$ cat config.mk
export PLATFORM = sky130hd
export DESIGN_NAME = gpbf_infer
export DESIGN_NICKNAME = d
export VERILOG_FILES = /design/src/rtl/assert_macros.svh /design/src/rtl/gpbf_pkg.sv /design/src/rtl/gpbf_infer.sv
export SDC_FILE = /design/constraint.sdc
export NUM_CORES = 1
export LEC_CHECK = 0
export ABC_CLOCK_PERIOD_IN_PS = 5400
export BUFFER_PORTS_ARGS = -buffer_cell sky130_fd_sc_hd__buf_4
export CORE_AREA = 2 2 116 118
export DETAILED_ROUTE_END_ITERATION = 10
export DIE_AREA = 0 0 118 120
export GPL_ROUTABILITY_DRIVEN = 0
export PLACE_DENSITY = 0.7
export SYNTH_ARGS = -nofsm -noshare
export SYNTH_HDL_FRONTEND = slang
export SYNTH_SLANG_ARGS = --single-unit
$ cat constraint.sdc
create_clock -name vclk -period 5.4
set_clock_uncertainty 0.1 [all_clocks]
set_input_delay 0.81 -clock vclk [all_inputs]
set_output_delay 0.81 -clock vclk [all_outputs]
set_load 0.02 [all_outputs]
$ cat src/rtl/assert_macros.svh
// Assertion macros used by the budget fitter RTL.
`ifndef ASSERT_MACROS_SVH
`define ASSERT_MACROS_SVH
`define ASSERT_CLK(label, clk, rstn, prop, msg) \
    label: assert property (@(posedge clk) disable iff (!rstn) (prop)) else $error(msg);
`define ASSERT_NEVER(label, clk, rstn, expr, msg) \
    label: assert property (@(posedge clk) disable iff (!rstn) !(expr)) else $error(msg);
`endif

$ cat src/rtl/gpbf_pkg.sv
// Package with shared sizes, codes and role tables of the budget fitter.
package gpbf_pkg;
    localparam int MaxEntries = 64;
    localparam int IdxW = $clog2(MaxEntries);
    localparam int CntW = IdxW + 1;

    localparam logic [1:0] SchF32 = 2'd0;
    localparam logic [1:0] SchQ8 = 2'd1;
    localparam logic [1:0] SchQ4 = 2'd2;

    localparam logic [2:0] RoleEmb = 3'd0;
    localparam logic [2:0] RoleAtt = 3'd1;
    localparam logic [2:0] RoleMlp = 3'd2;
    localparam logic [2:0] RoleOut = 3'd3;
    localparam logic [2:0] RoleNorm = 3'd4;
    localparam logic [2:0] RoleOther = 3'd5;

    localparam logic [2:0] RegBudget = 3'd0;

    function automatic logic scheme_permitted(input logic [2:0] role, input logic [1:0] s);
        logic r;
        begin
            if (s == SchF32) r = 1'b1;
            else if (s == SchQ8) r = (role != RoleNorm);
            else r = (role == RoleAtt) || (role == RoleMlp) || (role == RoleOther);
            return r;
        end
    endfunction

    function automatic logic [1:0] default_for_role(input logic [2:0] role);
        logic [1:0] r;
        begin
            if (role == RoleEmb || role == RoleAtt || role == RoleOut) r = SchQ8;
            else if (role == RoleMlp) r = SchQ4;
            else r = SchF32;
            return r;
        end
    endfunction

    function automatic logic [1:0] cheapest_for_role(input logic [2:0] role);
        logic [1:0] r;
        begin
            if (role == RoleNorm) r = SchF32;
            else if (role == RoleEmb || role == RoleOut) r = SchQ8;
            else r = SchQ4;
            return r;
        end
    endfunction
endpackage

$ cat src/rtl/gpbf_infer.sv
// Scheme inference and size selection for one loaded tensor.
module gpbf_infer import gpbf_pkg::*; (
    input  logic [2:0]  tensor_role,
    input  logic [47:0] stored_bytes,
    input  logic [45:0] element_count,
    input  logic [1:0]  ir_quant,
    input  logic [47:0] bytes_q8,
    input  logic [47:0] bytes_q4,
    output logic [2:0]  role,
    output logic [1:0]  scheme,
    output logic [47:0] size_f32,
    output logic [47:0] size_min
);
    logic [1:0] cheap;

    always_comb begin
        role = (tensor_role > RoleOther) ? RoleOther : tensor_role;
        size_f32 = {element_count, 2'b00};
        if (ir_quant == 2'd2) begin
            scheme = SchQ4;
        end else if (ir_quant == 2'd1) begin
            scheme = SchQ8;
        end else if (element_count != '0 && stored_bytes < size_f32) begin
            if (stored_bytes == bytes_q4) scheme = SchQ4;
            else if (stored_bytes == bytes_q8) scheme = SchQ8;
            else if (stored_bytes <= {2'b00, element_count}) scheme = SchQ4;
            else scheme = SchQ8;
        end else begin
            scheme = SchF32;
        end
        cheap = cheapest_for_role(role);
        case (cheap)
            SchF32:  size_min = size_f32;
            SchQ8:   size_min = bytes_q8;
            default: size_min = bytes_q4;
        endcase
    end
endmodule

# Word level (Yosys, flattened, before mapping)
# Index checks and enable logic that the tools add are counted.
# totals
ff_bits,0
# op_classes
n_eq_ne,7
n_reduce_logical,5
n_lt_le_gt_ge,3
muxes,10
# op_table
operator,n
48-bit == test,2
48-bit case mux with 2 select lines,1
48-bit by 46-bit <= comparator with 1-bit output,1
48-bit < comparator,1
46-bit nonzero test,1
2-bit 2-to-1 mux,8
2-bit by 1-bit == test with 1-bit output (second input constant),2
3-bit by 2-bit == test with 1-bit output (second input constant),1
3-bit == test (second input constant),1
3-bit greater-than comparator (second input constant),1
3-bit zero test,1
3-bit 2-to-1 mux,1
2-bit == test (second input constant),1
2-bit zero test,1
1-bit logical AND,1
1-bit logical OR,1

# Depth between registers and ports, before layout
# Gate-level depths: netlist of the first run.
# logic_depth
ltp_word,8
ltp_mapped,10

# Least setup slack after synthesis of the first run
# OpenSTA, ideal clock, no wires.
# synth_path
path_kind,input-to-output
startpoint,input element_count[25]
endpoint,output scheme[1]
required_time_ps,4490
cell_stages,10
t_arrival_ps,2740
slack_ps,1750
path_buffers,0
path_cell_list,inv_1 -> ha_1 -> a21o_1 -> nand3_1 -> a21oi_1 -> o311ai_2 -> o2111ai_1 -> o41ai_2 -> nand3_1 -> a21oi_1
# synth_between
elab_chain_cells,7
elab_cells_between_ends,10
# synth_rtl
element,line_no,rtl
start: declaration,gpbf_infer.sv:5,"input logic [45:0] element_count,"
48-bit by 46-bit <= comparator with 1-bit output,gpbf_infer.sv:26,"else if (stored_bytes <= {2'b00, element_count}) scheme = SchQ4;"
2-bit 2-to-1 mux,gpbf_infer.sv:26,
2-bit 2-to-1 mux,gpbf_infer.sv:25,else if (stored_bytes == bytes_q8) scheme = SchQ8;
2-bit 2-to-1 mux,gpbf_infer.sv:24,if (stored_bytes == bytes_q4) scheme = SchQ4;
2-bit 2-to-1 mux *,gpbf_infer.sv:23,end else if (element_count != '0 && stored_bytes < size_f32) begin
2-bit 2-to-1 mux *,gpbf_infer.sv:21,end else if (ir_quant == 2'd1) begin
2-bit 2-to-1 mux *,gpbf_infer.sv:19,if (ir_quant == 2'd2) begin
end: declaration,gpbf_infer.sv:10,"output logic [1:0] scheme,"
# Every way passes the cells marked *; elsewhere a longest branch is shown, timed or not.

# Worst setup path after layout of the first run
# layout_path
startpoint,input element_count[43]
endpoint,output scheme[0]
# The elaborated chain is that of the path after synthesis.

==> results.py, run 1 <==
metrics = {
    "status": {
        "status": "complete, no violations",
    },
    "sta": {
        "setup_viol": 0,
        "max_freq_mhz": 232.1,
        "timing.final.ws_setup_ns": 1.091,
        "period_needed_ns": 4.309,
        "timing.setup.tns_ns": 0,
        "worst_pin_slew_ns": 0.9795,
        "max-slew-margin-rel": 0.3455,
        "hold_violations": 0,
        "final_min_period_over_clock_period": 0.7980,
        "unrepaired_setup_endpoints_after_global_routing": "no",
        "fin_max_slew_vios": 0,
    },
    "floorplanning": {
        "initial_utilization": 0.3582,
        "rows": 42,
        "io_pins": 296,
        "die_w_um": 118,
        "die_area_mm2": 0.01416,
        "die_height_um": 120,
        "core_mm2": 0.01298,
    },
    "placed_design": {
        "post-dp-hpwl_um": 18710,
        "preCtsSetupSlack_ns": 1.082,
        "dp_cells": 1050,
        "buffer_ports.inserted": 294,
    },
    "cts": {
        "post_cts.resized_instances": 0,
        "cts_hold_repair.buffers": 0,
        "post_cts.repair.setup_buffers": 0,
    },
    "layout": {
        "final_cell_count_no_fill": 1050,
        "antenna-diode-count": 0,
        "numSequentialCells": 0,
        "nClkBuffers": 0,
        "synthToLayoutAreaGrowth_pct": 43.95,
        "nets": 1162,
        "seq_cell_area_um2": 0,
        "ratio_of_cells_with_drive_above_1_in_the_final_layout": 0.3501,
        "layout.filler_cells": 1338,
    },
    "synth": {
        "synth.cells.most_frequent": "91 x ha_1, 69 x nand2_1, 55 x o21ai_0",
        "synth.cell_area_mm2": 0.004649,
        "avgSynthCellArea_um2": 7.265,
        "synth_top_area_cell": "ha_1",
        "ys_top_cells_by_area": "ha_1 24%, mux2i_1 9.9%, xnor2_1 9.0%",
        "fraction_of_the_yosys_area_taken_by_sequential_cells": 0,
        "synth.most_common_cell": "ha_1",
        "ys_types": 42,
        "cell_count_after_synthesis": 640,
        "yosys_warnings": 0,
        "synth_top_area_frac": 0.2449,
    },
    "run": {
        "timing.max_cap.violations": 0,
    },
    "global_routing": {
        "initial_antenna_violation_count": 0,
        "number_of_global_route_vias_before_repair": 5452,
        "grt_overflow_total": 0,
        "maximum_number_of_pins_on_one_net_before_global_route_repair": 46,
        "grt_pass1_wl_um": 31050,
        "groute.usage.overall": 0.2813,
    },
    "critical_path": {
        "critical_path_buf_inv_count": 3,
        "worst_path_largest_cell_delay_ns": 0.60,
        "crit_required_ns": 4.49,
        "cp_data_arrival_time_ns": 3.40,
        "slowest_stage": "nor4_1",
        "critPathCaptureType": "output port",
        "worst_setup_path_start_kind": "input port",
        "worst_path_dominant_cell_family": "simple AND/OR/NAND/NOR gates",
        "critical-path-top-cell-by-count": "buf_4",
        "critPathMaxFanout": 4,
        "path_cells": "buf_4, inv_1, ha_1, nand4_1, or2_1, nor4_1, a2111oi_0, o21a_1, nor2b_2, maj3_2, buf_4",
        "timing.setup.critical_path_class": "in -> out",
    },
    "routing": {
        "detailroute.wirelength.met3_um": 1444,
        "finalWirelength_um": 20950,
        "antenna_left": 0,
        "first_pass_iters": 5,
        "met2_length_um": 10240,
        "vias_per_cell": 5.243,
        "drtIter0Drc": 324,
        "route.top_layer_used": "met4",
        "via_count": 5505,
        "drcViolationCount": 0,
        "routedWlPerCell_um": 19.96,
        "wl_met1_um": 8937,
    },
    "power": {
        "switchingPower_uw": 366.4,
        "switching_share_of_power": 0.5519,
        "share_clk_of_total_power": 0,
        "cellInternalPower_uw": 297.5,
        "power_uw": 664.0,
        "share_seq_of_total_power": 0,
        "power.ir.vdd_worst_mv": 0.04400,
        "p_comb_frac": 1.000,
        "power_density_mw_per_mm2": 99.21,
        "leakagePower_nw": 3.390,
    },
    "worst_hold_path": {
        "hold_start": "element_count[39]",
        "hold_end": "size_f32[41]",
        "min_path_cells": 2,
        "hp-class": "in -> out",
    },
}
-- layout by cell type, fill, tap and decap left out, types with 2 or more instances in the layout --
cell type | Yosys | final
buf_4 | 48 | 297
ha_1 | 91 | 91
nand2_1 | 69 | 69
o21ai_0 | 55 | 55
inv_1 | 48 | 48
xnor2_1 | 48 | 48
xor2_1 | 48 | 48
mux2i_1 | 46 | 46
a21oi_1 | 36 | 35
nand4_1 | 32 | 32
nor4_1 | 28 | 28
nand3_1 | 16 | 16
a21o_1 | 11 | 11
nor2_1 | 7 | 7
a211oi_1 | 5 | 5
nor3_1 | 4 | 4
o211ai_1 | 4 | 4
nor2b_1 | 3 | 3
a2111oi_0 | 3 | 3
a31oi_1 | 2 | 2
conb_1 | 1 | 2
-- cells by family after synthesis --
kind of cell | Yosys count | synth area share
other | 1 | 0.0008065
XOR/XNOR | 96 | 0.1808
AND/OR/NAND/NOR | 170 | 0.1876
adder cells (fa/ha/maj) | 92 | 0.2473
multiplexers | 46 | 0.09903
buffers and inverters | 112 | 0.1297
AO/OA/AOI/OAI | 123 | 0.1547
-- cell type report --
type / instances / area, um^2 / area share
multi-input combinational: 529 / 4063 / 0.6070
inverter: 48 / 180.2 / 0.02692
tap: 176 / 220.2 / 0.03290
timing repair buffer: 297 / 2230 / 0.3331
-- per-stage QoR --
stage	util	area [um^2]	hold slack [ns]
detailed placement	0.5156	6693	1.749
finish	0.5156	6693	1.751
global route	0.5156	6693	1.752
CTS	0.5156	6693	1.749
floorplan	-	4653	1.605
global placement	0.5156	6693	1.747
-- power groups by stage --
stage               registers [mW]  clock network (mW)  logic, mW
global route                     0                   0      0.717
finish                           0                   0      0.664
global placement                 0                   0      0.657
CTS                              0                   0      0.664
detailed placement               0                   0      0.661
floorplan                        0                   0      0.340
-- worst max-delay path by stage --
stage	end	startpoint	depth (start not counted)	slack, ns
global placement	scheme[0]	element_count[43]	11	1.10
detailed placement	scheme[0]	element_count[43]	11	1.08
CTS	scheme[0]	element_count[43]	11	1.08
finish	scheme[0]	element_count[43]	11	1.09
global route	scheme[0]	element_count[43]	11	0.95
floorplan	scheme[1]	element_count[25]	10	1.75
-- metal layers --
| layer | vias up | GRT usage |
|---|---|---|
| met1 | 2538 | 0.3636 |
| met3 | 18 | 0.03612 |
| met4 | 0 | 0.04142 |
| met2 | 226 | 0.5080 |
| met5 | - | 0 |
| li1 | 2723 | - |
No activity file was read; power rests on OpenSTA's default activity.
==> inputs of run 2 (changes only) <==
--- a/config.mk
+++ b/config.mk
@@ -5,13 +5,13 @@
 export SDC_FILE = /design/constraint.sdc
 export NUM_CORES = 1
 export LEC_CHECK = 0
-export ABC_CLOCK_PERIOD_IN_PS = 5400
+export ABC_CLOCK_PERIOD_IN_PS = 3700
 export BUFFER_PORTS_ARGS = -buffer_cell sky130_fd_sc_hd__buf_4
 export CORE_AREA = 2 2 116 118
 export DETAILED_ROUTE_END_ITERATION = 10
 export DIE_AREA = 0 0 118 120
 export GPL_ROUTABILITY_DRIVEN = 0
-export PLACE_DENSITY = 0.7
+export PLACE_DENSITY = 0.73
 export SYNTH_ARGS = -nofsm -noshare
 export SYNTH_HDL_FRONTEND = slang
 export SYNTH_SLANG_ARGS = --single-unit
==> constraint.sdc (replaced) <==
create_clock -name vclk -period 3.7
set_clock_uncertainty 0.1 [all_clocks]
set_input_delay 0.555 -clock vclk [all_inputs]
set_output_delay 0.555 -clock vclk [all_outputs]
set_load 0.02 [all_outputs]
==> run 2 against run 1 <==
Compared with the run above:
- routed wire length is 0.24% lower
- global-route usage is 0.34 points lower
- critical path depth is 1 higher
- power is 48% higher
- cell count is 0.57% higher
- non-clock buffer count is 6 higher
- combinational power is 48% higher
- first-iteration DRC count is 16% lower
- core utilization is 0.63 points higher
- via count is 1.9% higher
- sequential share of layout area stayed put
- highest routed layer unchanged
==> results.py, run 2 (synthesized netlist as in run 1, its figures left out) <==
metrics = {
    "critical_path": {
        "path_cells": "buf_4, inv_1, ha_1, a21o_1, nand3_1, a21oi_1, o311ai_2, o2111ai_1, o41ai_4, nor2b_2, maj3_2, buf_4",
        "critical-path-top-cell-by-count": "buf_4",
        "cp_data_arrival_time_ns": 2.87,
        "slowest_stage": "o41ai_4",
        "timing.setup.critical_path_class": "in -> out",
        "critPathCaptureType": "output port",
        "crit_required_ns": 3.04,
        "worst_path_largest_cell_delay_ns": 0.48,
        "critPathMaxFanout": 4,
        "worst_setup_path_start_kind": "input port",
    },
    "sta": {
        "max_freq_mhz": 283.7,
        "worst_pin_slew_ns": 0.6146,
        "hold_violations": 0,
        "timing.setup.tns_ns": 0,
        "fin_max_slew_vios": 0,
        "final_min_period_over_clock_period": 0.9526,
        "max-slew-margin-rel": 0.5893,
        "unrepaired_setup_endpoints_after_global_routing": "no",
        "period_needed_ns": 3.525,
        "setup_viol": 0,
        "finalHoldWorstSlack_ns": 1.241,
    },
    "run": {
        "timing.max_cap.violations": 0,
    },
    "placed_design": {
        "post-dp-hpwl_um": 18700,
        "buffer_ports.inserted": 294,
    },
    "worst_hold_path": {
        "min_path_cells": 2,
        "hold_end": "size_f32[11]",
        "hold_start": "element_count[9]",
        "hp-class": "in -> out",
    },
    "floorplanning": {
        "die_w_um": 118,
        "rows": 42,
        "die_area_mm2": 0.01416,
        "die_height_um": 120,
        "io_pins": 296,
        "initial_utilization": 0.3582,
        "core_mm2": 0.01298,
    },
    "layout": {
        "nets": 1168,
        "final_cell_mix": "302 x buf_4, 91 x ha_1, 69 x nand2_1, 55 x o21ai_0",
        "mostFrequentLayoutCell": "buf_4",
        "nClkBuffers": 0,
        "numSequentialCells": 0,
        "synthToLayoutAreaGrowth_pct": 45.69,
        "final_util": 0.5219,
        "antenna-diode-count": 0,
        "ratio_of_cells_with_drive_above_1_in_the_final_layout": 0.3568,
        "seq_cell_area_um2": 0,
    },
    "power": {
        "leakagePower_nw": 3.425,
        "power_density_mw_per_mm2": 144.9,
        "power.ir.vdd_worst_mv": 0.07227,
    },
    "status": {
        "status": "complete, no violations",
    },
    "routing": {
        "first_pass_iters": 5,
        "antenna_left": 0,
        "drcViolationCount": 0,
        "routedWlPerCell_um": 19.79,
        "finalWirelength_um": 20900,
        "drtIter0Drc": 273,
        "vias_per_cell": 5.311,
        "via_count": 5608,
    },
    "global_routing": {
        "number_of_global_route_vias_before_repair": 5484,
        "grt_overflow_total": 0,
        "maximum_number_of_pins_on_one_net_before_global_route_repair": 49,
        "groute.usage.overall": 0.2779,
        "initial_antenna_violation_count": 0,
        "grt_pass1_wl_um": 30630,
    },
    "cts": {
        "cts_hold_repair.buffers": 0,
    },
}
run 2: changes by cell type in the layout (fill, tap and decap cells not counted), sizes merged:
cell	before	now
buf	297	303
run 2: final cells by class:
class / instances / area [um^2]
Fill cell: 1318 / 6206
Multi-Input combinational cell: 529 / 4086
Timing Repair Buffer: 303 / 2287
Tap cell: 176 / 220.2
Inverter: 48 / 180.2
run 2: metrics by stage:
stage / setup WS (ns) / std cells / cell area, um^2 / power, mW
floorplan: 0.5599 / 641 / 4653 / 0.4955
global placement: -0.01649 / 1056 / 6750 / 0.9643
detailed placement: 0.01013 / 1056 / 6750 / 0.9718
CTS: 0.002510 / 1056 / 6750 / 0.9765
global route: 0.01602 / 1056 / 6774 / 1.059
finish: 0.1754 / 1056 / 6774 / 0.9815
run 2: critical path, delay by kind of cell:
family	cells	cell delay (ns)
buffers and inverters	3	0.34
adders and majority gates	2	0.61
AOI/OAI and AO/OA	5	1.22
and+or+nand+nor	2	0.15
run 2: worst max path at each step:
stage                                  from        end  slack, ns  depth (start not counted)
after floorplan           element_count[25]  scheme[1]       0.56                         10
after global placement    element_count[31]  scheme[0]      -0.02                         12
after detailed placement  element_count[31]  scheme[0]       0.01                         12
after CTS                 element_count[31]  scheme[0]      0.003                         12
after global routing      element_count[25]  scheme[0]       0.02                         12
final                     element_count[25]  scheme[0]       0.18                         12
run 2: per-layer routing:
layer / GRT usage / vias up / wire length [um]
li1: - / 2742 / -
met1: 0.3464 / 2598 / 8707
met2: 0.5058 / 250 / 10270
met3: 0.04610 / 18 / 1549
met4: 0.04970 / 0 / 373
met5: 0 / - / 0
run 2: where the power goes:
group,internal [mW],switching [mW]
Sequential,0,0
Combinational,0.440,0.541
Clock,0,0
run 2: repair_timing:
item | in CTS | in global routing
resized for setup | 0 | 4
endpoints found under the setup margin | 0 | 2
hold endpoints to repair | 0 | 0
setup buffers | 0 | 0
==> inputs of run 3 (changes only) <==
--- a/config.mk
+++ b/config.mk
@@ -5,13 +5,14 @@
 export SDC_FILE = /design/constraint.sdc
 export NUM_CORES = 1
 export LEC_CHECK = 0
+export ABC_AREA = 1
 export ABC_CLOCK_PERIOD_IN_PS = 3700
 export BUFFER_PORTS_ARGS = -buffer_cell sky130_fd_sc_hd__buf_4
 export CORE_AREA = 2 2 116 118
 export DETAILED_ROUTE_END_ITERATION = 10
 export DIE_AREA = 0 0 118 120
 export GPL_ROUTABILITY_DRIVEN = 0
-export PLACE_DENSITY = 0.73
+export PLACE_DENSITY = 0.75
 export SYNTH_ARGS = -nofsm -noshare
 export SYNTH_HDL_FRONTEND = slang
 export SYNTH_SLANG_ARGS = --single-unit
==> run 3 against run 2 <==
Compared with the run above:
- first-iteration DRC count up 19%
- power is 7.6% higher
- global-route usage shrank 4.8 points
- clock-buffer cell count is the same
- cell count up 20%
- routed wire length decreased by 16%
- maximum frequency increased by 9.2%
- area after synthesis grew 7.1%
- hold slack got worse by 0.023 ns
- critical path depth shrank 4
- combinational power is 8% higher
- largest cell class unchanged
- largest power group unchanged
==> results.py, run 3 <==
metrics = {
    "critical_path": {
        "slowest_stage": "clkinv_1",
        "worst_path_largest_cell_delay_ns": 0.60,
        "worst_setup_path_start_kind": "input port",
        "critPathCaptureType": "output port",
        "critPathLaunch": "tensor_role[2]",
        "timing.setup.critical_path_class": "in -> out",
        "critPathMaxFanout": 24,
        "crit_required_ns": 3.04,
        "cp_data_arrival_time_ns": 2.57,
        "critical-path-top-cell-by-count": "buf_4",
        "path_cells": "buf_4, nor2_2, nor2_1, nand2_2, clkinv_1, nand2_1, o221ai_1, buf_4",
    },
    "placed_design": {
        "dp_cells": 1262,
        "buffer_ports.inserted": 294,
        "preCtsSetupSlack_ns": 0.4809,
        "post-dp-hpwl_um": 15290,
        "dpl-instance-area_mm2": 0.007009,
    },
    "floorplanning": {
        "core_mm2": 0.01298,
        "initial_utilization": 0.3836,
        "die_area_mm2": 0.01416,
        "die_w_um": 118,
        "die_height_um": 120,
        "rows": 42,
        "io_pins": 296,
    },
    "synth": {
        "synth_top_area_frac": 0.2287,
        "synth.cell_area_mm2": 0.004979,
        "ys_types": 30,
        "avgSynthCellArea_um2": 5.843,
        "synth.cells.most_frequent": "166 x nand2_1, 120 x nor2_1, 102 x inv_1, 91 x ha_1, 77 x a21oi_1",
        "yosys_warnings": 0,
        "cell_count_after_synthesis": 852,
        "synth_top_area_cell": "ha_1",
        "synth.most_common_cell": "nand2_1",
        "fraction_of_the_yosys_area_taken_by_sequential_cells": 0,
        "ys_top_cells_by_area": "ha_1 23%, nand2_1 13%, nor2_1 9.0%",
    },
    "routing": {
        "drcViolationCount": 0,
        "first_pass_iters": 5,
        "antenna_left": 0,
        "routedWlPerCell_um": 13.93,
        "vias_per_cell": 4.849,
        "via_count": 6119,
        "finalWirelength_um": 17580,
        "drtIter0Drc": 325,
    },
    "sta": {
        "timing.setup.tns_ns": 0,
        "unrepaired_setup_endpoints_after_global_routing": "no",
        "fin_max_slew_vios": 0,
        "max_freq_mhz": 309.9,
        "hold_violations": 0,
        "finalHoldWorstSlack_ns": 1.218,
        "setup_viol": 0,
        "period_needed_ns": 3.227,
        "final_min_period_over_clock_period": 0.8721,
        "max-slew-margin-rel": 0.5919,
        "worst_pin_slew_ns": 0.6066,
        "timing.final.ws_setup_ns": 0.4731,
    },
    "layout": {
        "synthToLayoutAreaGrowth_pct": 40.79,
        "ratio_of_cells_with_drive_above_1_in_the_final_layout": 0.2845,
        "post-route-cell-area_mm2": 0.007009,
        "final_cell_count_no_fill": 1262,
        "nClkBuffers": 0,
        "numSequentialCells": 0,
        "final_util": 0.5400,
        "layout.filler_cells": 1318,
        "antenna-diode-count": 0,
        "nets": 1374,
        "seq_cell_area_um2": 0,
        "final_cell_mix": "298 x buf_4, 165 x nand2_1, 120 x nor2_1, 102 x inv_1, 91 x ha_1",
        "mostFrequentLayoutCell": "buf_4",
    },
    "global_routing": {
        "initial_antenna_violation_count": 0,
        "maximum_number_of_pins_on_one_net_before_global_route_repair": 42,
        "grt_pass1_wl_um": 27190,
        "number_of_global_route_vias_before_repair": 5678,
        "grt_overflow_total": 0,
        "groute.usage.overall": 0.2299,
    },
    "cts": {
        "post_cts.repair.setup_buffers": 0,
        "cts_hold_repair.buffers": 0,
        "post_cts.resized_instances": 0,
    },
    "worst_hold_path": {
        "hold_start": "element_count[44]",
        "hp-class": "in -> out",
    },
    "status": {
        "status": "complete, no violations",
    },
    "power": {
        "power_mw": 1.056,
        "leakagePower_nw": 3.801,
        "power_density_mw_per_mm2": 150.6,
        "power.ir.vdd_worst_mv": 0.08437,
    },
    "run": {
        "timing.max_cap.violations": 0,
    },
}
-- run 3: cell count changes after synthesis, moves of 27 or more --
| cell | before | now |
|---|---|---|
| inv_1 | 48 | 102 |
| nor4_1 | 28 | 1 |
| nand2_1 | 69 | 166 |
| nor2_1 | 7 | 120 |
| mux2i_1 | 46 | 0 |
| a21oi_1 | 36 | 77 |
-- run 3: kinds of logic after synthesis --
family,share of synthesized area
other cells,0.0007532
fa+ha+maj,0.2287
buf+inv,0.1709
compound gates,0.1573
xor+xnor,0.1387
simple gates,0.3036
-- run 3: path summary, 6_finish.rpt --
check  cells past startpoint           end
max                        8  size_min[21]
min                        2  size_f32[46]
-- run 3: where the power goes --
group / leakage, nW / total, mW / internal [mW] / switching [mW]
Sequential: 0 / 0 / 0 / 0
Combinational: 3.80 / 1.06 / 0.474 / 0.582
Clock: 0 / 0 / 0 / 0
Total: 3.80 / 1.06 / 0.474 / 0.582
-- run 3: final cells by class --
cell class,instances,area (um^2),share of cell area
inverters,103,386.6,0.05516
multi-input cells,684,4145,0.5914
well taps,176,220.2,0.03142
repair buffers,299,2257,0.3220
-- run 3: per-layer routing --
| metal | vias to the layer above | share of wire | GRT usage |
|---|---|---|---|
| met1 | 2685 | 0.44 | 0.2912 |
| li1 | 3219 | - | - |
| met5 | - | 0 | 0 |
| met4 | 0 | 0.0028 | 0.006024 |
| met3 | 6 | 0.056 | 0.01901 |
| met2 | 209 | 0.50 | 0.4444 |
-- run 3: worst max-delay path: cells and delay by family --
kind	cells	cell delay, ns
AOI/OAI and AO/OA	1	0.12
and+or+nand+nor	4	0.96
buffers and inverters	3	0.92
